===== src/hdl/tlw_pkg.sv =====
// Shared types, constants and helpers for the text line-wrap layout block.
// Used by every module of the block; depends on nothing else.
`timescale 1ns / 1ps
`default_nettype none

package tlw_pkg;

  // Glyph advance widths in pixels
  localparam int SINGLE_GLYPH_WIDTH = 8;
  localparam int DOUBLE_GLYPH_WIDTH = 16;

  localparam logic [11:0] COORD_MAX = 12'hFFF;

  // Character codes
  localparam logic [7:0] CHAR_CR    = 8'h0D;
  localparam logic [7:0] CHAR_LF    = 8'h0A;
  localparam logic [7:0] PRINT_LO   = 8'h20;
  localparam logic [7:0] PRINT_HI   = 8'h7E;
  localparam logic [7:0] CHAR_QMARK = 8'h3F;

  // Work queue between the classifier and the executor
  localparam int QUEUE_DEPTH = 4;
  localparam int QPTR_W      = $clog2(QUEUE_DEPTH);

  // Stream widths
  localparam int TDATA_W   = 56;
  localparam int CFG_IDX_W = 3;
  localparam int CFG_DAT_W = 12;

  // Configuration register indexes
  localparam logic [CFG_IDX_W-1:0] REG_ORIGIN_X       = 3'd0;
  localparam logic [CFG_IDX_W-1:0] REG_ORIGIN_Y       = 3'd1;
  localparam logic [CFG_IDX_W-1:0] REG_WRAP_WIDTH     = 3'd2;
  localparam logic [CFG_IDX_W-1:0] REG_BOTTOM_LIMIT   = 3'd3;
  localparam logic [CFG_IDX_W-1:0] REG_LINE_HEIGHT    = 3'd4;
  localparam logic [CFG_IDX_W-1:0] REG_ASCII_OFFSET_Y = 3'd5;
  localparam logic [CFG_IDX_W-1:0] REG_LEAD_MIN       = 3'd6;
  localparam logic [CFG_IDX_W-1:0] REG_TRAIL_MIN      = 3'd7;

  typedef enum logic [1:0] {
    KIND_SINGLE = 2'd0,
    KIND_DOUBLE = 2'd1,
    KIND_END    = 2'd2
  } kind_t;

  typedef struct packed {
    logic [11:0] origin_x;
    logic [11:0] origin_y;
    logic [11:0] wrap_width;
    logic [11:0] bottom_limit;
    logic [6:0]  line_height;
    logic [5:0]  ascii_offset_y;
    logic [7:0]  lead_min;
    logic [7:0]  trail_min;
  } cfg_t;

  // What a held lead byte turns into
  typedef enum logic [1:0] {
    PAIR_NONE   = 2'd0,
    PAIR_SINGLE = 2'd1,
    PAIR_DOUBLE = 2'd2
  } pair_op_t;

  // What the current byte turns into
  typedef enum logic [1:0] {
    BYTE_NONE    = 2'd0,
    BYTE_NEWLINE = 2'd1,
    BYTE_SINGLE  = 2'd2
  } byte_op_t;

  typedef struct packed {
    pair_op_t    pair_op;
    logic [15:0] pair_code;
    byte_op_t    byte_op;
    logic [7:0]  byte_code;
    logic        fin;
  } entry_t;

  typedef struct packed {
    kind_t       kind;
    logic [11:0] glyph_x;
    logic [11:0] glyph_y;
    logic [15:0] glyph_code;
    logic [11:0] next_line_y;
    logic        run_end;
  } result_t;

  function automatic logic [11:0] sat12(input logic [12:0] v);
    return v[12] ? COORD_MAX : v[11:0];
  endfunction

  function automatic logic [7:0] print_code(input logic [7:0] b);
    return (b >= PRINT_LO && b <= PRINT_HI) ? b : CHAR_QMARK;
  endfunction

endpackage

`default_nettype wire


===== src/hdl/tlw_front.sv =====
// Byte classifier: pairs lead and trail bytes and turns each byte that needs work into a work entry.
// Depends on tlw_pkg.
`timescale 1ns / 1ps
`default_nettype none

module tlw_front (
  input  logic           clk,
  input  logic           rst,
  input  tlw_pkg::cfg_t  cfg,
  input  logic           s_tvalid,
  output logic           s_tready,
  input  logic [7:0]     s_tdata,
  input  logic           s_tlast,
  input  logic           q_full,
  output logic           push,
  output tlw_pkg::entry_t entry
);

  logic       held_valid;
  logic [7:0] held_lead;
  logic       accept;
  logic       hold_new;
  logic       handle_byte;
  logic       is_nl;

  assign s_tready = !q_full;
  assign accept   = s_tvalid && !q_full;
  assign is_nl    = (s_tdata == tlw_pkg::CHAR_CR) || (s_tdata == tlw_pkg::CHAR_LF);

  always_comb begin
    entry.pair_op   = tlw_pkg::PAIR_NONE;
    entry.pair_code = 16'h0000;
    entry.byte_op   = tlw_pkg::BYTE_NONE;
    entry.byte_code = 8'h00;
    entry.fin       = s_tlast;
    hold_new        = 1'b0;
    handle_byte     = 1'b1;

    if (held_valid) begin
      if (s_tdata >= cfg.trail_min) begin
        entry.pair_op   = tlw_pkg::PAIR_DOUBLE;
        entry.pair_code = {held_lead, s_tdata};
        handle_byte     = 1'b0;
      end else begin
        entry.pair_op   = tlw_pkg::PAIR_SINGLE;
        entry.pair_code = {8'h00, tlw_pkg::print_code(held_lead)};
      end
    end

    if (handle_byte) begin
      if (is_nl) begin
        entry.byte_op = tlw_pkg::BYTE_NEWLINE;
      end else if (s_tdata >= cfg.lead_min && !s_tlast) begin
        hold_new = 1'b1;
      end else begin
        entry.byte_op   = tlw_pkg::BYTE_SINGLE;
        entry.byte_code = tlw_pkg::print_code(s_tdata);
      end
    end
  end

  // A byte that is only held as a lead needs no work in the executor.
  assign push = accept && (entry.pair_op != tlw_pkg::PAIR_NONE ||
                           entry.byte_op != tlw_pkg::BYTE_NONE || entry.fin);

  always_ff @(posedge clk) begin
    if (rst) begin
      held_valid <= 1'b0;
    end else if (accept) begin
      held_valid <= hold_new;
    end
    if (accept) begin
      held_lead <= s_tdata;
    end
  end

endmodule

`default_nettype wire


===== src/hdl/tlw_queue.sv =====
// Short work queue between the byte classifier and the layout executor.
// Depends on tlw_pkg.
`timescale 1ns / 1ps
`default_nettype none

module tlw_queue (
  input  logic            clk,
  input  logic            rst,
  input  logic            push,
  input  tlw_pkg::entry_t wr_entry,
  input  logic            pop,
  output logic            full,
  output logic            empty,
  output tlw_pkg::entry_t head
);

  tlw_pkg::entry_t                 slots [tlw_pkg::QUEUE_DEPTH];
  logic [tlw_pkg::QPTR_W-1:0]      wr_ptr;
  logic [tlw_pkg::QPTR_W-1:0]      rd_ptr;
  logic [tlw_pkg::QPTR_W:0]        count;
  logic                            do_push;
  logic                            do_pop;

  assign full    = (count == (tlw_pkg::QPTR_W + 1)'(tlw_pkg::QUEUE_DEPTH));
  assign empty   = (count == '0);
  assign do_push = push && !full;
  assign do_pop  = pop && !empty;
  assign head    = slots[rd_ptr];

  always_ff @(posedge clk) begin
    if (rst) begin
      wr_ptr <= '0;
      rd_ptr <= '0;
      count  <= '0;
    end else begin
      if (do_push) begin
        wr_ptr <= wr_ptr + 1'b1;
      end
      if (do_pop) begin
        rd_ptr <= rd_ptr + 1'b1;
      end
      if (do_push && !do_pop) begin
        count <= count + 1'b1;
      end else if (do_pop && !do_push) begin
        count <= count - 1'b1;
      end
    end
    if (do_push) begin
      slots[wr_ptr] <= wr_entry;
    end
  end

endmodule

`default_nettype wire


===== src/hdl/tlw_back.sv =====
// Layout executor: runs each queued entry against the cursor, one step a cycle unless the
// result stream stalls, and drives that stream through a pending and an output register.
// Depends on tlw_pkg.
`timescale 1ns / 1ps
`default_nettype none

module tlw_back (
  input  logic              clk,
  input  logic              rst,
  input  tlw_pkg::cfg_t     cfg,
  input  logic              q_empty,
  input  tlw_pkg::entry_t   head,
  output logic              pop,
  output logic              m_tvalid,
  input  logic              m_tready,
  output tlw_pkg::result_t  m_res
);

  typedef enum logic [1:0] {
    STEP_PAIR = 2'd0,
    STEP_BYTE = 2'd1,
    STEP_END  = 2'd2
  } step_t;

  // Cursor; nl holds the exact row + line_height
  logic [11:0] col;
  logic [11:0] row;
  logic [12:0] nl;
  logic        halted;
  logic        fresh;
  logic        done_pair;
  logic        done_byte;

  logic             p_valid;
  tlw_pkg::result_t p_res;
  logic             o_valid;
  tlw_pkg::result_t o_res;

  logic [11:0] col_e;
  logic [11:0] row_e;
  logic [12:0] nl_e;
  step_t       cur;
  logic        last;
  logic        dbl;
  logic        newline_step;
  logic [15:0] code;
  logic [12:0] w13;
  logic        wrap;
  logic [11:0] row_sat_nl;
  logic [12:0] nl2;
  logic [11:0] r1;
  logic [11:0] col1;
  logic        below;
  logic [11:0] col_after;
  logic [11:0] gy_plain;
  logic [11:0] gy_wrap;
  logic [11:0] gy_single;
  logic        r_valid;
  tlw_pkg::result_t r_res;
  logic        o_free;
  logic        step;
  logic        p_move;

  assign col_e = fresh ? cfg.origin_x : col;
  assign row_e = fresh ? cfg.origin_y : row;
  assign nl_e  = fresh ? ({1'b0, cfg.origin_y} + {6'b0, cfg.line_height}) : nl;

  always_comb begin
    if (head.pair_op != tlw_pkg::PAIR_NONE && !done_pair) begin
      cur  = STEP_PAIR;
      last = (head.byte_op == tlw_pkg::BYTE_NONE) && !head.fin;
    end else if (head.byte_op != tlw_pkg::BYTE_NONE && !done_byte) begin
      cur  = STEP_BYTE;
      last = !head.fin;
    end else begin
      cur  = STEP_END;
      last = 1'b1;
    end
  end

  assign dbl          = (cur == STEP_PAIR) && (head.pair_op == tlw_pkg::PAIR_DOUBLE);
  assign newline_step = (cur == STEP_BYTE) && (head.byte_op == tlw_pkg::BYTE_NEWLINE);
  assign code         = (cur == STEP_PAIR) ? head.pair_code : {8'h00, head.byte_code};
  assign w13          = dbl ? 13'(tlw_pkg::DOUBLE_GLYPH_WIDTH)
                            : 13'(tlw_pkg::SINGLE_GLYPH_WIDTH);

  // Wrap only when the glyph is not the first on its line.
  assign wrap = (col_e != cfg.origin_x) &&
                (({1'b0, col_e} + w13) > ({1'b0, cfg.origin_x} + {1'b0, cfg.wrap_width}));

  assign row_sat_nl = tlw_pkg::sat12(nl_e);
  assign nl2        = {1'b0, row_sat_nl} + {6'b0, cfg.line_height};
  assign r1         = wrap ? row_sat_nl : row_e;
  assign col1       = wrap ? cfg.origin_x : col_e;
  assign below      = wrap ? (nl2 > {1'b0, cfg.bottom_limit})
                           : (nl_e > {1'b0, cfg.bottom_limit});
  assign col_after  = wrap ? tlw_pkg::sat12({1'b0, cfg.origin_x} + w13)
                           : tlw_pkg::sat12({1'b0, col_e} + w13);
  assign gy_plain   = tlw_pkg::sat12({1'b0, row_e} + {7'b0, cfg.ascii_offset_y});
  assign gy_wrap    = tlw_pkg::sat12({1'b0, row_sat_nl} + {7'b0, cfg.ascii_offset_y});
  assign gy_single  = wrap ? gy_wrap : gy_plain;

  always_comb begin
    r_res.kind        = tlw_pkg::KIND_END;
    r_res.glyph_x     = 12'h000;
    r_res.glyph_y     = 12'h000;
    r_res.glyph_code  = 16'h0000;
    r_res.next_line_y = 12'h000;
    r_res.run_end     = last;
    r_valid           = 1'b0;
    unique case (cur)
      STEP_END: begin
        r_valid           = 1'b1;
        r_res.next_line_y = (nl_e > {1'b0, cfg.bottom_limit}) ? cfg.bottom_limit : nl_e[11:0];
      end
      STEP_PAIR, STEP_BYTE: begin
        r_valid          = !newline_step && !halted && !below;
        r_res.kind       = dbl ? tlw_pkg::KIND_DOUBLE : tlw_pkg::KIND_SINGLE;
        r_res.glyph_x    = col1;
        r_res.glyph_y    = dbl ? r1 : gy_single;
        r_res.glyph_code = code;
      end
      default: begin
        r_valid = 1'b0;
      end
    endcase
  end

  // A pending result leaves either once its run_end is known, or when a later
  // result of the same byte pushes it out, which proves it was not the last.
  assign o_free = !o_valid || m_tready;
  assign step   = !q_empty && (!r_valid || !p_valid || o_free);
  assign p_move = p_valid && o_free && (p_res.run_end || (step && r_valid));
  assign pop    = step && last;

  always_ff @(posedge clk) begin
    if (rst) begin
      o_valid   <= 1'b0;
      p_valid   <= 1'b0;
      done_pair <= 1'b0;
      done_byte <= 1'b0;
      fresh     <= 1'b1;
      halted    <= 1'b0;
    end else begin
      if (p_move) begin
        o_valid <= 1'b1;
        o_res   <= p_res;
      end else if (m_tready) begin
        o_valid <= 1'b0;
      end

      if (step && r_valid) begin
        p_valid <= 1'b1;
        p_res   <= r_res;
      end else if (p_move) begin
        p_valid <= 1'b0;
      end else if (step && last && p_valid) begin
        p_res.run_end <= 1'b1;
      end

      if (step) begin
        if (last) begin
          done_pair <= 1'b0;
          done_byte <= 1'b0;
        end else if (cur == STEP_PAIR) begin
          done_pair <= 1'b1;
        end else begin
          done_byte <= 1'b1;
        end

        fresh <= (cur == STEP_END);
        if (cur == STEP_END) begin
          halted <= 1'b0;
        end else if (!halted) begin
          if (newline_step) begin
            col    <= cfg.origin_x;
            row    <= row_sat_nl;
            nl     <= nl2;
            halted <= (nl2 > {1'b0, cfg.bottom_limit});
          end else begin
            row    <= r1;
            nl     <= wrap ? nl2 : nl_e;
            col    <= below ? col1 : col_after;
            halted <= below;
          end
        end
      end
    end
  end

  assign m_tvalid = o_valid;
  assign m_res    = o_res;

endmodule

`default_nettype wire


===== src/hdl/text_line_wrap_layout_top.sv =====
// Text line-wrap layout: a byte's first result passes the work queue, the pending
// register and the output register; it waits in the pending register while a later
// step of that byte that places nothing is to run. One byte is taken per cycle while
// the queue is not full; an entry's steps run in turn: release of a held lead, the
// byte itself, then an end report. Reset restores the register defaults, empties the
// work queue and drops any held lead; a text starts at origin.
`timescale 1ns / 1ps
`default_nettype none

module text_line_wrap_layout_top (
  input  logic                          clk,
  input  logic                          rst,
  // slave side: tdata = text_byte[7:0]; tlast = is_final
  input  logic                          s_tvalid,
  output logic                          s_tready,
  input  logic [7:0]                    s_tdata,
  input  logic                          s_tlast,
  // master side: tdata = glyph_x[11:0], glyph_y[23:12], glyph_code[39:24],
  // next_line_y[51:40], zero fill[55:52]; tuser = kind[1:0]; tlast = run_end
  output logic                          m_tvalid,
  input  logic                          m_tready,
  output logic [tlw_pkg::TDATA_W-1:0]   m_tdata,
  output logic [1:0]                    m_tuser,
  output logic                          m_tlast,
  // configuration write channel
  input  logic                          cfg_valid,
  output logic                          cfg_ready,
  input  logic [tlw_pkg::CFG_IDX_W-1:0] cfg_index,
  input  logic [tlw_pkg::CFG_DAT_W-1:0] cfg_data
);

  tlw_pkg::cfg_t    cfg;
  logic             q_full;
  logic             q_empty;
  logic             push;
  logic             pop;
  tlw_pkg::entry_t  wr_entry;
  tlw_pkg::entry_t  head;
  tlw_pkg::result_t res;

  assign cfg_ready = 1'b1;

  always_ff @(posedge clk) begin
    if (rst) begin
      cfg.origin_x       <= 12'd0;
      cfg.origin_y       <= 12'd0;
      cfg.wrap_width     <= 12'd320;
      cfg.bottom_limit   <= 12'd240;
      cfg.line_height    <= 7'd16;
      cfg.ascii_offset_y <= 6'd0;
      cfg.lead_min       <= 8'd129;
      cfg.trail_min      <= 8'd64;
    end else if (cfg_valid) begin
      unique case (cfg_index)
        tlw_pkg::REG_ORIGIN_X:       cfg.origin_x       <= cfg_data;
        tlw_pkg::REG_ORIGIN_Y:       cfg.origin_y       <= cfg_data;
        tlw_pkg::REG_WRAP_WIDTH:     cfg.wrap_width     <= cfg_data;
        tlw_pkg::REG_BOTTOM_LIMIT:   cfg.bottom_limit   <= cfg_data;
        tlw_pkg::REG_LINE_HEIGHT:    cfg.line_height    <= cfg_data[6:0];
        tlw_pkg::REG_ASCII_OFFSET_Y: cfg.ascii_offset_y <= cfg_data[5:0];
        tlw_pkg::REG_LEAD_MIN:       cfg.lead_min       <= cfg_data[7:0];
        tlw_pkg::REG_TRAIL_MIN:      cfg.trail_min      <= cfg_data[7:0];
        default: begin
        end
      endcase
    end
  end

  tlw_front u_front (
    .clk      (clk),
    .rst      (rst),
    .cfg      (cfg),
    .s_tvalid (s_tvalid),
    .s_tready (s_tready),
    .s_tdata  (s_tdata),
    .s_tlast  (s_tlast),
    .q_full   (q_full),
    .push     (push),
    .entry    (wr_entry)
  );

  tlw_queue u_queue (
    .clk      (clk),
    .rst      (rst),
    .push     (push),
    .wr_entry (wr_entry),
    .pop      (pop),
    .full     (q_full),
    .empty    (q_empty),
    .head     (head)
  );

  tlw_back u_back (
    .clk      (clk),
    .rst      (rst),
    .cfg      (cfg),
    .q_empty  (q_empty),
    .head     (head),
    .pop      (pop),
    .m_tvalid (m_tvalid),
    .m_tready (m_tready),
    .m_res    (res)
  );

  assign m_tdata = {4'b0000, res.next_line_y, res.glyph_code, res.glyph_y, res.glyph_x};
  assign m_tuser = res.kind;
  assign m_tlast = res.run_end;

endmodule

`default_nettype wire


===== config.mk =====
export PLATFORM = sky130hd
export DESIGN_NAME = text_line_wrap_layout_top
export DESIGN_NICKNAME = d
export VERILOG_FILES = /design/src/hdl/tlw_pkg.sv /design/src/hdl/tlw_front.sv /design/src/hdl/tlw_queue.sv /design/src/hdl/tlw_back.sv /design/src/hdl/text_line_wrap_layout_top.sv
export SDC_FILE = /design/constraint.sdc
export NUM_CORES = 1
export LEC_CHECK = 0
export ABC_AREA = 1
export BUFFER_PORTS_ARGS = -buffer_cell sky130_fd_sc_hd__buf_2
export CORE_ASPECT_RATIO = 1.25
export CORE_MARGIN = 2
export CORE_UTILIZATION = 55
export DETAILED_ROUTE_END_ITERATION = 10
export GPL_TIMING_DRIVEN = 0
export HOLD_SLACK_MARGIN = 0.12
export PLACE_DENSITY = 0.81
export SLEW_MARGIN = 20
export SYNTH_ARGS = -nofsm -noshare
export SYNTH_HDL_FRONTEND = slang
export SYNTH_HIERARCHICAL = 1
export SYNTH_SLANG_ARGS = --single-unit

===== constraint.sdc =====
create_clock -name clk -period 11 [get_ports clk]
set_clock_uncertainty 0.15 [all_clocks]
set_input_delay 1.65 -clock clk [delete_from_list [all_inputs] [get_ports clk]]
set_output_delay 1.65 -clock clk [all_outputs]
set_load 0.005 [all_outputs]

# After elaboration in Yosys (flattened, before gate mapping)
# Memory sizes are Yosys's and may differ from the RTL's. A register that Yosys moved wholly into a read port is not among the register bits.
# Cells that the tools add are included.
# totals
mem_count,1
register_bits,246
in_bits,29
ram_bits,116
wordCells,210
# memory_table
name,depth,word_bits,rd,rd_clocked_by_memory_dff,write_ports,line_no,text
u_queue.slots,4,29,1,1,1,tlw_queue.sv:17,tlw_pkg::entry_t slots [tlw_pkg::QUEUE_DEPTH];
# classes
addsub,11
n_lt_le_gt_ge,9
mux,61
n_reduce_logical,73
eq_ne,17
n_bitwise,3
# ops
cell,n
2-to-1 mux 12 bit,16
2-to-1 mux 13 bit,3
2-to-1 mux 18 bit,2
2-to-1 mux 8 bit,4
adder 12 x 13 -> 13 bit,2
adder 12 x 6 -> 13 bit,2
adder 12 x 7 -> 13 bit,2
greater-than comparator 13 x 12 -> 1 bit,2
AND reduction 2 bit,13
2-to-1 mux 1 bit,25
logical AND 1 bit,23
2-to-1 mux 10 bit,2
nonzero test 2 bit,9
equality test 8 x 4 -> 1 bit (second input constant),2
greater-or-equal comparator 8 x 6 -> 1 bit (second input constant),2
greater-or-equal comparator 8 bit,2
<= comparator 8 x 7 -> 1 bit (second input constant),2
equality test 3 bit (second input constant),5
logical NOT 1 bit,14
adder 12 x 12 -> 13 bit,1
greater-than comparator 13 bit,1
!= test 12 bit,1
2-to-1 mux 2 bit,5
logical OR 1 bit,7
18 further kinds,27

# Longest topological paths before layout
# Gate-level depths: netlist of the first run.
# depth
depth_word,23
ltp_mapped,50

# Hierarchy
# Netlist of the first run, hierarchy kept.
# by_module_without_submodules
mod,cells_each,area_per_inst_um2,n_inst,seq_area_each_um2
tlw_back,1249,10398.7,1,4534.3
tlw_queue,351,5098.6,1,3663.5
text_line_wrap_layout_top,443,3061.7,1,1541.5
tlw_front,163,1096.1,1,260.2

# Worst setup path before layout of the first run
# No wires, ideal clock.
# synth_path
path_type,reg2reg
start,register cfg[22] (netlist name)
end,"register u_back.o_res (netlist bit u_back/m_res[0]), enable pin"
setup_time_ps,468
slack_ps,3693
required_time_ps,10382
t_arrival_ps,6689
path_stages_with_launch,37
cell_sequence,dfxtp_1 -> ha_1 -> inv_1 -> fa_1 -> inv_1 -> nand3_1 -> nand2_1 -> nand2_1 -> nand3_1 -> nand2_4 -> inv_2 -> nor2_1 -> inv_1 -> ha_1 -> fa_1 -> nand3_1 -> nand2_1 -> nand3_1 -> nand2_1 -> a21oi_1 -> or3_1 -> xor2_1 -> inv_1 -> ha_1 -> nand2_1 -> inv_1 -> nand3_1 -> or4_1 -> nand2_1 -> nand3_1 -> nand2_1 -> nand2_1 -> nand2_2 -> nand2_1 -> nand2_1 -> nand2_1 -> nor2_1
# synth_between
elab_chain_cells,17
elab_cells_between_ends,18
# synth_rtl
item,line_no,text
adder 12 x 7 -> 13 bit,tlw_back.sv:66,"assign nl_e = fresh ? ({1'b0, cfg.origin_y} + {6'b0, cfg.line_height}) : nl;"
2-to-1 mux 13 bit,tlw_back.sv:66,
2-to-1 mux 12 bit,tlw_pkg.sv:89,return v[12] ? COORD_MAX : v[11:0];
adder 12 x 7 -> 13 bit,tlw_back.sv:92,"assign nl2 = {1'b0, row_sat_nl} + {6'b0, cfg.line_height};"
greater-than comparator 13 x 12 -> 1 bit,tlw_back.sv:95,"assign below = wrap ? (nl2 > {1'b0, cfg.bottom_limit})"
2-to-1 mux 1 bit *,tlw_back.sv:95,
logical NOT 1 bit *,tlw_back.sv:117,r_valid = !newline_step && !halted && !below;
logical AND 1 bit *,tlw_back.sv:117,
one-hot mux 1 bit (2 select lines) *,tlw_back.sv:111,unique case (cur)
logical NOT 1 bit,tlw_back.sv:132,assign step = !q_empty && (!r_valid || !p_valid || o_free);
logical OR 1 bit (2 in a row),tlw_back.sv:132,
logical AND 1 bit,tlw_back.sv:132,
logical AND 1 bit *,tlw_back.sv:133,assign p_move = p_valid && o_free && (p_res.run_end || (step && r_valid));
logical OR 1 bit *,tlw_back.sv:133,
logical AND 1 bit *,tlw_back.sv:133,
AND reduction 2 bit (no line) *,-,
"end signal, assigned",tlw_back.sv:147,o_res <= p_res;
"end, declared",tlw_back.sv:37,tlw_pkg::result_t o_res;
# Every way passes the cells marked *; elsewhere a longest branch is shown, timed or not.
# A chain may end at the register's enable or synchronous reset.

# Worst setup path after layout of the first run
# layout_path
start,register u_back.fresh
end,register u_queue/count[2] in the netlist's numbering
# layout_between
elab_chain_cells,17
elab_cells_between_ends,25
# layout_rtl
item,line_no,text
"start, declared",tlw_back.sv:30,logic fresh;
"start signal, assigned",tlw_back.sv:171,fresh <= (cur == STEP_END);
2-to-1 mux 13 bit or 2-to-1 mux 12 bit (tied branches),"tlw_back.sv:66, tlw_back.sv:64",
2-to-1 mux 12 bit or adder 12 x 13 -> 13 bit (tied branches),"tlw_pkg.sv:89, tlw_back.sv:89",
adder 12 x 7 -> 13 bit or greater-than comparator 13 bit (tied branches),"tlw_back.sv:92, tlw_back.sv:89",
greater-than comparator 13 x 12 -> 1 bit or logical AND 1 bit (tied branches),"tlw_back.sv:95, tlw_back.sv:88",
2-to-1 mux 1 bit *,tlw_back.sv:95,
logical NOT 1 bit *,tlw_back.sv:117,
logical AND 1 bit *,tlw_back.sv:117,
one-hot mux 1 bit (2 select lines) *,tlw_back.sv:111,
logical NOT 1 bit *,tlw_back.sv:132,
logical OR 1 bit * (2 in a row),tlw_back.sv:132,
logical AND 1 bit *,tlw_back.sv:132,
logical AND 1 bit *,tlw_back.sv:134,assign pop = step && last;
named net pop,text_line_wrap_layout_top.sv:36,logic pop;
logical AND 1 bit *,tlw_queue.sv:27,assign do_pop = pop && !empty;
logical NOT 1 bit,tlw_queue.sv:42,if (do_push && !do_pop) begin
logical AND 1 bit,tlw_queue.sv:42,
2-to-1 mux 3 bit or nonzero test 2 bit (tied branches),-,
"end signal, assigned",tlw_queue.sv:43,count <= count + 1'b1;
"end signal, assigned",tlw_queue.sv:45,count <= count - 1'b1;
"end, declared",tlw_queue.sv:20,logic [tlw_pkg::QPTR_W:0] count;
# The timed path passes the listed nets; every way through them passes the cells marked *.

==> results of run 1 <==
==> area by class of cell <==
class / count / area (µm²)
buffer: 83 / 475.5
clock buffer: 46 / 969.7
inverter: 258 / 970.9
fill: 2885 / 13090
timing repair buffer: 96 / 645.6
clock inverter: 22 / 237.7
tap: 474 / 593.1
sequential: 364 / 10000
multi-input combinational: 1504 / 8277
==> layer usage <==
layer,global-route usage [%],up-vias
li1,-,7649
met2,47.16,727
met5,0,-
met3,4.317,139
met1,34.98,7704
met4,12.51,0
==> worst max-delay path: cells and delay by family, from the launching register on <==
| family | cells | cell delay [ps] |
|---|---|---|
| and+or+nand+nor | 24 | 2960 |
| buffers and inverters | 11 | 1910 |
| adders and majority gates | 5 | 1330 |
| DFF | 1 | 550 |
| AOI/OAI and AO/OA | 2 | 330 |
| xor gates and xnor gates | 1 | 210 |
==> registers in the layout, indices dropped and copies added, names as in the netlist, 3 cells and up, named ones only <==
name and cells:
u_front/held_lead 8, u_back/nl 13, u_queue/slots 116, u_back/p_res 55, u_back/col 12, cfg 77, u_back/row 12, u_queue/count 3
u_back/m_res 55
==> cells in the mapped netlist, types with 16 or more instances <==
cell        n  area (µm²)
a21oi_1   120       600.6
buf_2      27       135.1
buf_4      16       120.1
clkbuf_1   28       105.1
dfxtp_1    93        1862
edfxtp_1  271        8138
ha_1      101        1264
inv_1     244       915.9
nand2_1   417        1565
nand3_1   145       725.7
nor2_1    294        1104
nor2_2     17       106.4
nor2_4     20       225.2
o21ai_0   186       930.9
o22ai_2    20       250.2
xor2_1     34       297.8
==> worst paths after layout <==
kind                                  start                            end  slack [ps]
max               u_back/fresh$_SDFFE_PP1N_  u_queue/count[2]$_SDFFE_PP0P_        3430
min          u_back/p_res[23]$_SDFFCE_PN0P_     u_back/m_res[23]$_DFFE_PP_         270
max reg2reg       u_back/fresh$_SDFFE_PP1N_  u_queue/count[2]$_SDFFE_PP0P_        3430
min reg2reg  u_back/p_res[23]$_SDFFCE_PN0P_     u_back/m_res[23]$_DFFE_PP_         270
==> logic make-up after synthesis <==
family	share of synthesized area (%)
other	0.05729
XOR/XNOR	2.050
AO/OA/AOI/OAI	11.06
buffers and inverters	7.346
AND/OR/NAND/NOR	21.37
flip-flops	50.88
adder cells (fa/ha/maj)	7.244
==> report_power, final <==
part / total (µW) / internal [µW] / leakage, µW / switching [µW]
clock: 1240 / 691 / 0.000583 / 552
combinational: 2740 / 855 / 0.00558 / 1880
sequential: 2030 / 1940 / 0.00328 / 91.8
total: 6010 / 3480 / 0.00944 / 2530
==> through the flow <==
stage / cells / power, µW / worst slack (ps) / instance area (µm²)
2_1_floorplan: 2209 / 3868 / 3693 / 19670
3_3_place_gp: 2768 / 4576 / 1226 / 20680
3_5_place_dp: 2779 / 4727 / 3664 / 20960
4_1_cts: 2847 / 5975 / 3604 / 22170
5_1_grt: 2847 / 6379 / 3015 / 22170
6_report: 2847 / 6010 / 3430 / 22170
==> metrics.txt, run 1 <==
top routing layer in use=met4; most prevalent standard cell on the critical path=nand2_1; number of buffers inserted by post-CTS setup repair=0; 1st-iter DRT viols=1,660; number of global-route vias before repair=15,550; setup repair after global routing missed its margin=no; area growth from synthesis to layout=12.79%; clock root buffer=clkbuf_16; number of nets in the final layout=2,482; Vias/cell=5.697; sum of negative setup slack=0 ps; post-synthesis register bit count=364; post-synthesis sequential area ratio=50.88%; Async SR Flop Fraction=0%; data required time at the worst endpoint=11,290 ps; worst setup path category=flop to flop; Final Hold Fails=0; Initial Util=55.74%; count of pins over their slew limit=0; Finished Core Util=62.87%; headroom to the max-slew limit=45.00%; average wire length per cell after detail routing=18.32 µm; result of the run=completed; HPWL after detailed placement=38.49 mm; detailed-route DRC error count=0; Core Box Area=0.03526 mm²; largest fanout on the critical path=10; fin crit period=7570 ps; arrival time reported for the critical path endpoint=7860 ps; overall routing resource usage=27.74%; H-tree levels=2; reported leakage power=0.009442 µW; power density relative to cell area=271.1 mW/mm²; R2R depth=43; total wirelength of the detailed-routed design=52.17 mm; Clock Tree Buf Depth=3; antenna diode count=0; pin count of the biggest net entering global routing=54; final estimated routing congestion in global placement=0.9619; number of buffer cells added on primary ports=85; category of the worst setup path capture point=flop; ys flop type=edfxtp_1; Finish-stage setup viols=0; clock tree from TritonCTS=built; number of sinks handled by clock tree synthesis=364; Fin Hold WS=265.9 ps; Clock transition at path regs=70 ps; number of enable flip-flop cells after synthesis=271; number of gates resized after cts=0; total of max-cap violations=0; clock latency of the later-clocked register in the worst-skew pair=570 ps; total met3 wirelength after detailed routing=4.229 mm; I/O Pins=91; hold crit path type=flop to flop; average size of a mapped cell=8.910 µm²; synthesized area=0.01966 mm²; number of antenna violations at the first check in global routing=0; CP peak stage delay=580 ps; DRT Pass-1 Iters=6; highest achievable clock rate=0.1321 GHz; fraction of final layout cells sized beyond drive strength 1=13.15%; slew at the pin closest to its max-slew limit=825.0 ps; Rows=77; most common library cell in the layout ignoring fill and taps=nand2_1; cell type of the slowest stage on the worst timing path=clkbuf_1; crit share post-route=68.82%; crit path launch type=flop; hold path cells=0; number of unique standard cell types used by synthesis=53; number of buffers created by CTS=37; Die W=173.1 µm; Total Die Area=0.03727 mm²; maximum vdd ir drop=143.3 µV; Post-DRT Antenna Nets=0; Synth warnings=6; via count of the routed design=16,220; total grt overflow=0; # hold bufs at CTS=0; die height=215.4 µm; post-synthesis instance total=2,206; routed wl met2=25.20 mm; wire length of the first global-routing pass=81.42 mm; most frequent cells in the layout=nand2_1 (417), nor2_1 (289), edfxtp_1 (271); routed metal-1 wirelength=20.56 mm
Power figures use the tool's default switching activity.
==> run 2: changes to the inputs <==
--- a/config.mk
+++ b/config.mk
@@ -5,7 +5,7 @@
 export SDC_FILE = /design/constraint.sdc
 export NUM_CORES = 1
 export LEC_CHECK = 0
-export ABC_AREA = 1
+export ABC_AREA = 0
 export BUFFER_PORTS_ARGS = -buffer_cell sky130_fd_sc_hd__buf_2
 export CORE_ASPECT_RATIO = 1.25
 export CORE_MARGIN = 2
@@ -13,7 +13,7 @@
 export DETAILED_ROUTE_END_ITERATION = 10
 export GPL_TIMING_DRIVEN = 0
 export HOLD_SLACK_MARGIN = 0.12
-export PLACE_DENSITY = 0.81
+export PLACE_DENSITY = 0.83
 export SLEW_MARGIN = 20
 export SYNTH_ARGS = -nofsm -noshare
 export SYNTH_HDL_FRONTEND = slang
==> constraint.sdc (replaced) <==
create_clock -name clk -period 6.95 [get_ports clk]
set_clock_uncertainty 0.15 [all_clocks]
set_input_delay 1.0425 -clock clk [delete_from_list [all_inputs] [get_ports clk]]
set_output_delay 1.0425 -clock clk [all_outputs]
set_load 0.005 [all_outputs]
==> run 2 against run 1 <==
Effect of this change:
- final area rose by 0.98%
- largest power group unchanged
- critical path depth fell by 10
- sequential share of layout area fell by 0.35 points
- via count fell by 14%
- synthesized area fell by 1.9%
- first-iteration DRC count fell by 27%
- final cell count fell by 19%
- largest cell class unchanged
- count of clock-buffer cells in the layout rose by 6
- die area fell by 1.9%
==> metrics.txt, run 2 <==
1st-iter DRT viols=1,220 (-27%); largest registers ranked by flip-flop count=u_queue/slots x116, cfg x77; Post-DRT Antenna Nets=0 (unchanged); wire length of the first global-routing pass=76.70 mm (-5.8%); sum of negative setup slack=0 ps (unchanged); H-tree levels=2 (unchanged); Total Die Area=0.03656 mm² (-1.9%); overall routing resource usage=27.81% (+0.075 points); synthesized area=0.01927 mm² (-1.9%); number of enable flip-flop cells after synthesis=271 (unchanged); Vias/cell=6.075 (+6.6%); most prevalent standard cell on the critical path=a21oi_2; # hold bufs at CTS=0 (unchanged); count of buffering cells on the critical path with inverters included=4 (-7); final cell area excluding filler cells=0.02239 mm² (+0.98%); result of the run=completed; data required time at the worst endpoint=7260 ps (-4030 ps); count of pins over their slew limit=0 (unchanged); antenna diode count=0 (unchanged); hold crit path type=flop to flop; maximum vdd ir drop=247.7 µV (+73%); Async SR Flop Fraction=0% (unchanged); synth cell count leaders=edfxtp_1 (271), nor2_1 (132), mux2i_1 (115); clock latency of the later-clocked register in the worst-skew pair=550 ps (-20 ps); Fin Hold WS=263.3 ps (-2.639 ps); CP peak stage delay=420 ps (-160 ps); average size of a mapped cell=11.76 µm² (+32%); dominant cell by count in the synthesized netlist=edfxtp_1; post-synthesis register bit count=364 (unchanged); arrival time reported for the critical path endpoint=7140 ps (-720 ps); power density relative to cell area=387.1 mW/mm² (+43%); clock tree from TritonCTS=built; average wire length per cell after detail routing=21.97 µm (+20%); final estimated routing congestion in global placement=1.014 (+5.4%); headroom to the max-slew limit=32.17% (-13 points); category of the worst setup path capture point=flop; Finish-stage setup viols=0 (unchanged); Clock Tree Buf Depth=3 (unchanged); DRT Pass-1 Iters=5 (-1); most common library cell in the layout ignoring fill and taps=edfxtp_1; number of unique standard cell types used by synthesis=95 (+79%); number of antenna violations at the first check in global routing=0 (unchanged); biggest area contributors in the synthesized netlist=edfxtp_1 (42%), dfxtp_1 (9.7%), ha_1 (6.6%); ys flop type=edfxtp_1; Final Hold Fails=0 (unchanged); total wirelength of the detailed-routed design=50.64 mm (-2.9%); Initial Util=55.83% (+0.091 points); number of buffer cells added on primary ports=85 (unchanged); number of buffers created by CTS=36 (-2.7%); Core Box Area=0.03452 mm² (-2.1%); number of nets in the final layout=1,948 (-22%); largest fanout on the critical path=4 (-6); largest register by flop count=u_queue/slots; cell type of the slowest stage on the worst timing path=a2111o_1; number of global-route vias before repair=13,830 (-11%); post-synthesis instance total=1,639 (-26%); post-synthesis sequential area ratio=51.89% (+1.0 points); Die W=171.4 µm (-0.96%); area growth from synthesis to layout=16.15%; family of cells with the greatest summed delay on the critical path=compound AO/OA/AOI/OAI gates; die height=213.3 µm (-0.96%); number of sinks handled by clock tree synthesis=364 (unchanged); fraction of synthesized cell area taken by the top area cell type=42.23% (+0.82 points); number of inserted filler cells in the final layout=2,565 (-11%); highest achievable clock rate=0.1466 GHz (+11%); detailed-route DRC error count=0 (unchanged); reported leakage power=0.008699 µW (-7.9%); HPWL after detailed placement=37.08 mm (-3.7%); Clock transition at path regs=60 ps (about the same); fin worst setup slack=126.4 ps (-3303 ps); total of max-cap violations=0 (unchanged); clock root buffer=clkbuf_16; Synth area leader=edfxtp_1; number of flip-flops in the largest register=116 (unchanged); Synth warnings=6 (unchanged); crit path launch type=flop; pin count of the biggest net entering global routing=26 (-52%); setup slack at placement=-1058 ps (-4722 ps); crit share post-route=98.18% (+29 points); most frequent cells in the layout=edfxtp_1 (271), nor2_1 (128), mux2i_1 (112); slew at the pin closest to its max-slew limit=1010 ps (+184.7 ps); I/O Pins=91 (unchanged); worst setup path category=flop to flop; post-place instance area=0.02073 mm² (-1.1%); fraction of final layout cells sized beyond drive strength 1=20.09% (+6.9 points); total grt overflow=0 (unchanged); fin crit period=6824 ps (-746.7 ps); via count of the routed design=14,000 (-14%); Rows=76 (-1.3%)
[run 2: where the power goes]
group          internal (µW)  switching [µW]  leakage, µW
Clock                   1090             834     0.000569
Sequential              2940             168      0.00328
Combinational           1440            2190      0.00485
[run 2: stage by stage]
step	instances	total power, µW	utilization [%]
2_1_floorplan	1642	5343	-
3_3_place_gp	2195	6191	59.36
3_5_place_dp	2210	6382	60.05
4_1_cts	2287	8437	64.02
5_1_grt	2305	9039	64.85
6_report	2305	8666	64.85
[run 2: timing repair]
| action | CTS | global route |
|---|---|---|
| endpoints found under the setup margin | 146 | 88 |
| pin swaps | 11 | 20 |
| gates resized for setup | 28 | 34 |
| setup buffers | 13 | 19 |
| cloned | 0 | 0 |
[run 2: final timing paths]
path                                   from                       endpoint  slack [ps]  depth (start not counted)
max                    cfg[53]$_SDFFE_PP0P_  u_queue/count[2]$_SDFFE_PP0P_         130                         33
min          u_back/p_res[32]$_SDFFCE_PN0P_     u_back/m_res[32]$_DFFE_PP_         260                          0
max reg2reg            cfg[53]$_SDFFE_PP0P_  u_queue/count[2]$_SDFFE_PP0P_         130                         33
min reg2reg  u_back/p_res[32]$_SDFFCE_PN0P_     u_back/m_res[32]$_DFFE_PP_         260                          0
[run 2: kinds of logic (layout without fill, tap and decap cells)]
logic type	count (synthesis)	count (layout)	synth area share, %
XOR/XNOR	59	59	2.681
AO/OA/AOI/OAI	304	304	10.92
multiplexers	162	162	10.43
other	3	6	0.05843
adder cells (fa/ha/maj)	109	109	7.388
AND/OR/NAND/NOR	480	480	13.00
flip-flops	364	364	51.89
buffers and inverters	158	353	3.636
[run 2: layout make-up]
type | instances | area (µm²) | area share (%)
flip-flops and latches | 364 | 10020 | 44.76
multi-input cells | 1120 | 8987 | 40.15
clock buffers | 52 | 1005 | 4.488
repair buffers | 132 | 898.4 | 4.013
well taps | 468 | 585.6 | 2.616
plain buffers | 83 | 464.2 | 2.074
inverters | 73 | 277.8 | 1.241
clock inverters | 13 | 147.6 | 0.6596
[run 2: per-layer routing]
metal  part of all wire (%)  routed length [µm]  GRT usage [%]
met4                    5.8                2924          15.93
met1                     38               19010          33.35
met3                    7.2                3668          4.059
met5                      0                   0              0
met2                     49               25040          47.74
[run 2: worst reg2reg max path: cells and delay by family, from the launching register on]
kind | cells | cell delay, ps
and+or+nand+nor | 7 | 990
xor gates and xnor gates | 2 | 370
DFF | 1 | 390
adders and majority gates | 6 | 1510
AOI/OAI and AO/OA | 14 | 2900
buffers and inverters | 4 | 440
==> run 3: changes to the inputs <==
--- a/config.mk
+++ b/config.mk
@@ -8,8 +8,8 @@
 export ABC_AREA = 0
 export BUFFER_PORTS_ARGS = -buffer_cell sky130_fd_sc_hd__buf_2
 export CORE_ASPECT_RATIO = 1.25
-export CORE_MARGIN = 2
 export CORE_UTILIZATION = 55
+export CTS_CLUSTER_SIZE = 10
 export DETAILED_ROUTE_END_ITERATION = 10
 export GPL_TIMING_DRIVEN = 0
 export HOLD_SLACK_MARGIN = 0.12
==> run 3 against run 2 <==
Effect of this change:
- fmax increased by 0.23%
- critical endpoint unchanged
- critical path depth shrank 1
- total power increased by 0.75%
==> metrics.txt, run 3 (synthesis gave the netlist of run 2 again) <==
reported leakage power=0.008714 µW (+0.18%); worst-case register-to-register setup slack=140 ps (+20 ps); number of global-route vias before repair=13,960 (+0.98%); hold-critical path endpoint=u_back/m_res[24]$_DFFE_PP_; count of pins over their slew limit=0 (unchanged); area growth from synthesis to layout=16.48%; crit path launch type=flop; HPWL after detailed placement=37.14 mm (+0.18%); overall routing resource usage=29.46% (+1.7 points); Total Die Area=0.03580 mm² (-2.1%); pin count of the biggest net entering global routing=30 (+15%); detailed-route DRC error count=0 (unchanged); Die W=169.4 µm (-1.2%); Clock Tree Buf Depth=3 (unchanged); I/O Pins=91 (unchanged); wire length of the first global-routing pass=78.93 mm (+2.9%); Initial Util=55.83% (unchanged); Clock transition at path regs=50 ps (about the same); maximum vdd ir drop=241.6 µV (-2.4%); DRT Pass-1 Iters=5 (unchanged); count of buffering cells on the critical path with inverters included=4 (unchanged); fin worst setup slack=142.3 ps (+15.89 ps); family of cells with the greatest summed delay on the critical path=compound AO/OA/AOI/OAI gates; Rows=76 (unchanged); R2R depth=32 (-3.0%); fin crit period=6808 ps (-15.89 ps); antenna diode count=0 (unchanged); CP peak stage delay=460 ps (+40 ps); power after layout=8731 µW (+0.75%); most frequent cells in the layout=edfxtp_1 (271), nor2_1 (128), mux2i_1 (113); total wirelength of the detailed-routed design=51.90 mm (+2.5%); hold crit path type=flop to flop; beginning of the worst hold path=u_back/p_res[24]$_SDFFCE_PN0P_; Reg-to-Reg Start=cfg[58]$_SDFFE_PP0P_; worst setup path category=flop to flop; number of nets in the final layout=1,953 (+0.26%); headroom to the max-slew limit=20.13% (-12 points); die height=211.3 µm (-0.94%); setup slack at placement=-825.7 ps (+232.0 ps); clock tree from TritonCTS=built; final estimated routing congestion in global placement=0.9830 (-3.0%); largest register by flop count=u_queue/slots; category of the worst setup path capture point=flop; largest registers ranked by flip-flop count=u_queue/slots x116, cfg x77; clock latency of the later-clocked register in the worst-skew pair=580 ps (+30 ps); H-tree levels=2 (unchanged); Finish-stage setup viols=0 (unchanged); fraction of final layout cells sized beyond drive strength 1=19.43% (-0.66 points); number of sinks handled by clock tree synthesis=364 (unchanged); 1st-iter DRT viols=993 (-19%); total of max-cap violations=0 (unchanged); Vias/cell=6.053 (-0.36%); number of antenna violations at the first check in global routing=0 (unchanged); result of the run=completed; average wire length per cell after detail routing=22.41 µm (+2.0%); arrival time reported for the critical path endpoint=7160 ps (+20 ps); number of buffers created by CTS=43 (+19%); cell type of the slowest stage on the worst timing path=dfxtp_1; # hold bufs at CTS=0 (unchanged); highest achievable clock rate=0.1469 GHz (+0.23%); total instance count after detailed placement=2,210 (unchanged); Layout Cells excl Fill=2,316 (+0.48%); number of flip-flops in the largest register=116 (unchanged); Final Hold Fails=0 (unchanged); crit share post-route=97.95% (-0.23 points); hold path cells=0 (unchanged); total grt overflow=0 (unchanged); Finished Core Util=65.04% (+0.18 points); final cell area excluding filler cells=0.02245 mm² (+0.29%); Post-DRT Antenna Nets=0 (unchanged); largest fanout on the critical path=6 (+2); post-place instance area=0.02071 mm² (about the same); clock root buffer=clkbuf_16; data required time at the worst endpoint=7300 ps (+40 ps); power density relative to cell area=388.9 mW/mm² (+0.46%); most common library cell in the layout ignoring fill and taps=edfxtp_1; slew at the pin closest to its max-slew limit=1190 ps (+180.4 ps); number of buffer cells added on primary ports=85 (unchanged); Reg-to-Reg End=u_queue/count[2]$_SDFFE_PP0P_; via count of the routed design=14,020 (+0.11%); Core Box Area=0.03452 mm² (unchanged)
==> run 3: changes by cell type in the layout (fill, tap and decap cells not counted), sizes merged <==
cell	change
bufinv	-2
clkinvlp	-1
clkbuf	+22
inv	-2
clkinv	-3
buf	-3
==> run 3: worst reg2reg max path: cells and delay by family, from the launching register on <==
| kind | cells | cell delay (ps) |
|---|---|---|
| compound gates | 14 | 2740 |
| xor+xnor | 2 | 490 |
| fa+ha+maj | 5 | 1410 |
| buf+inv | 4 | 540 |
| flops | 1 | 460 |
| simple gates | 7 | 960 |
==> run 3: power by group <==
| group | internal [µW] | switching, µW |
|---|---|---|
| combinational | 1390 | 2150 |
| sequential | 2940 | 165 |
| clock | 1200 | 878 |
| total | 5530 | 3200 |
==> run 3: stage by stage <==
step	setup TNS, ps	hold slack (ps)
6_report	0	252.3
2_1_floorplan	-21850	250.3
4_1_cts	0	248.8
3_3_place_gp	-266140	250.4
5_1_grt	-47.31	258.1
3_5_place_dp	-29100	254.5
==> run 3: worst max path at each step <==
stage               slack, ps  cells past startpoint                 startpoint                       endpoint
finish                    140                     32       cfg[58]$_SDFFE_PP0P_  u_queue/count[2]$_SDFFE_PP0P_
global placement        -2440                     20  u_back/fresh$_SDFFE_PP1N_      u_back/m_res[8]$_DFFE_PP_
floorplan                -400                     24       cfg[22]$_SDFFE_PP0P_      u_back/m_res[0]$_DFFE_PP_
detailed placement       -830                     28  u_back/fresh$_SDFFE_PP1N_  u_queue/count[2]$_SDFFE_PP0P_
global route              -50                     33       cfg[22]$_SDFFE_PP0P_  u_queue/count[2]$_SDFFE_PP0P_
CTS                       0.7                     33       cfg[28]$_SDFFE_PP0P_  u_queue/count[2]$_SDFFE_PP0P_
==> run 3: cell type report <==
class / count / area [µm²]
multi-input cells: 1120 / 8941
inverters: 73 / 275.3
well taps: 468 / 585.6
plain buffers: 83 / 466.7
fillers: 2527 / 12070
clock buffers: 73 / 1219
flip-flops and latches: 364 / 10010
repair buffers: 130 / 868.3
clock inverters: 5 / 80.08
==> run 3: timing repair <==
action,CTS,global route
setup buffers,23,7
resized for setup,35,16
endpoints found under the hold margin,0,0
endpoints found under the setup margin,112,26
gates cloned,0,0
pin swaps,17,13
==> run 3: metal layers <==
layer / share of wire [%] / track usage (%)
met1: 38 / 34.58
met2: 50 / 51.01
met3: 6.5 / 4.553
met4: 6.0 / 17.46
met5: 0 / 0
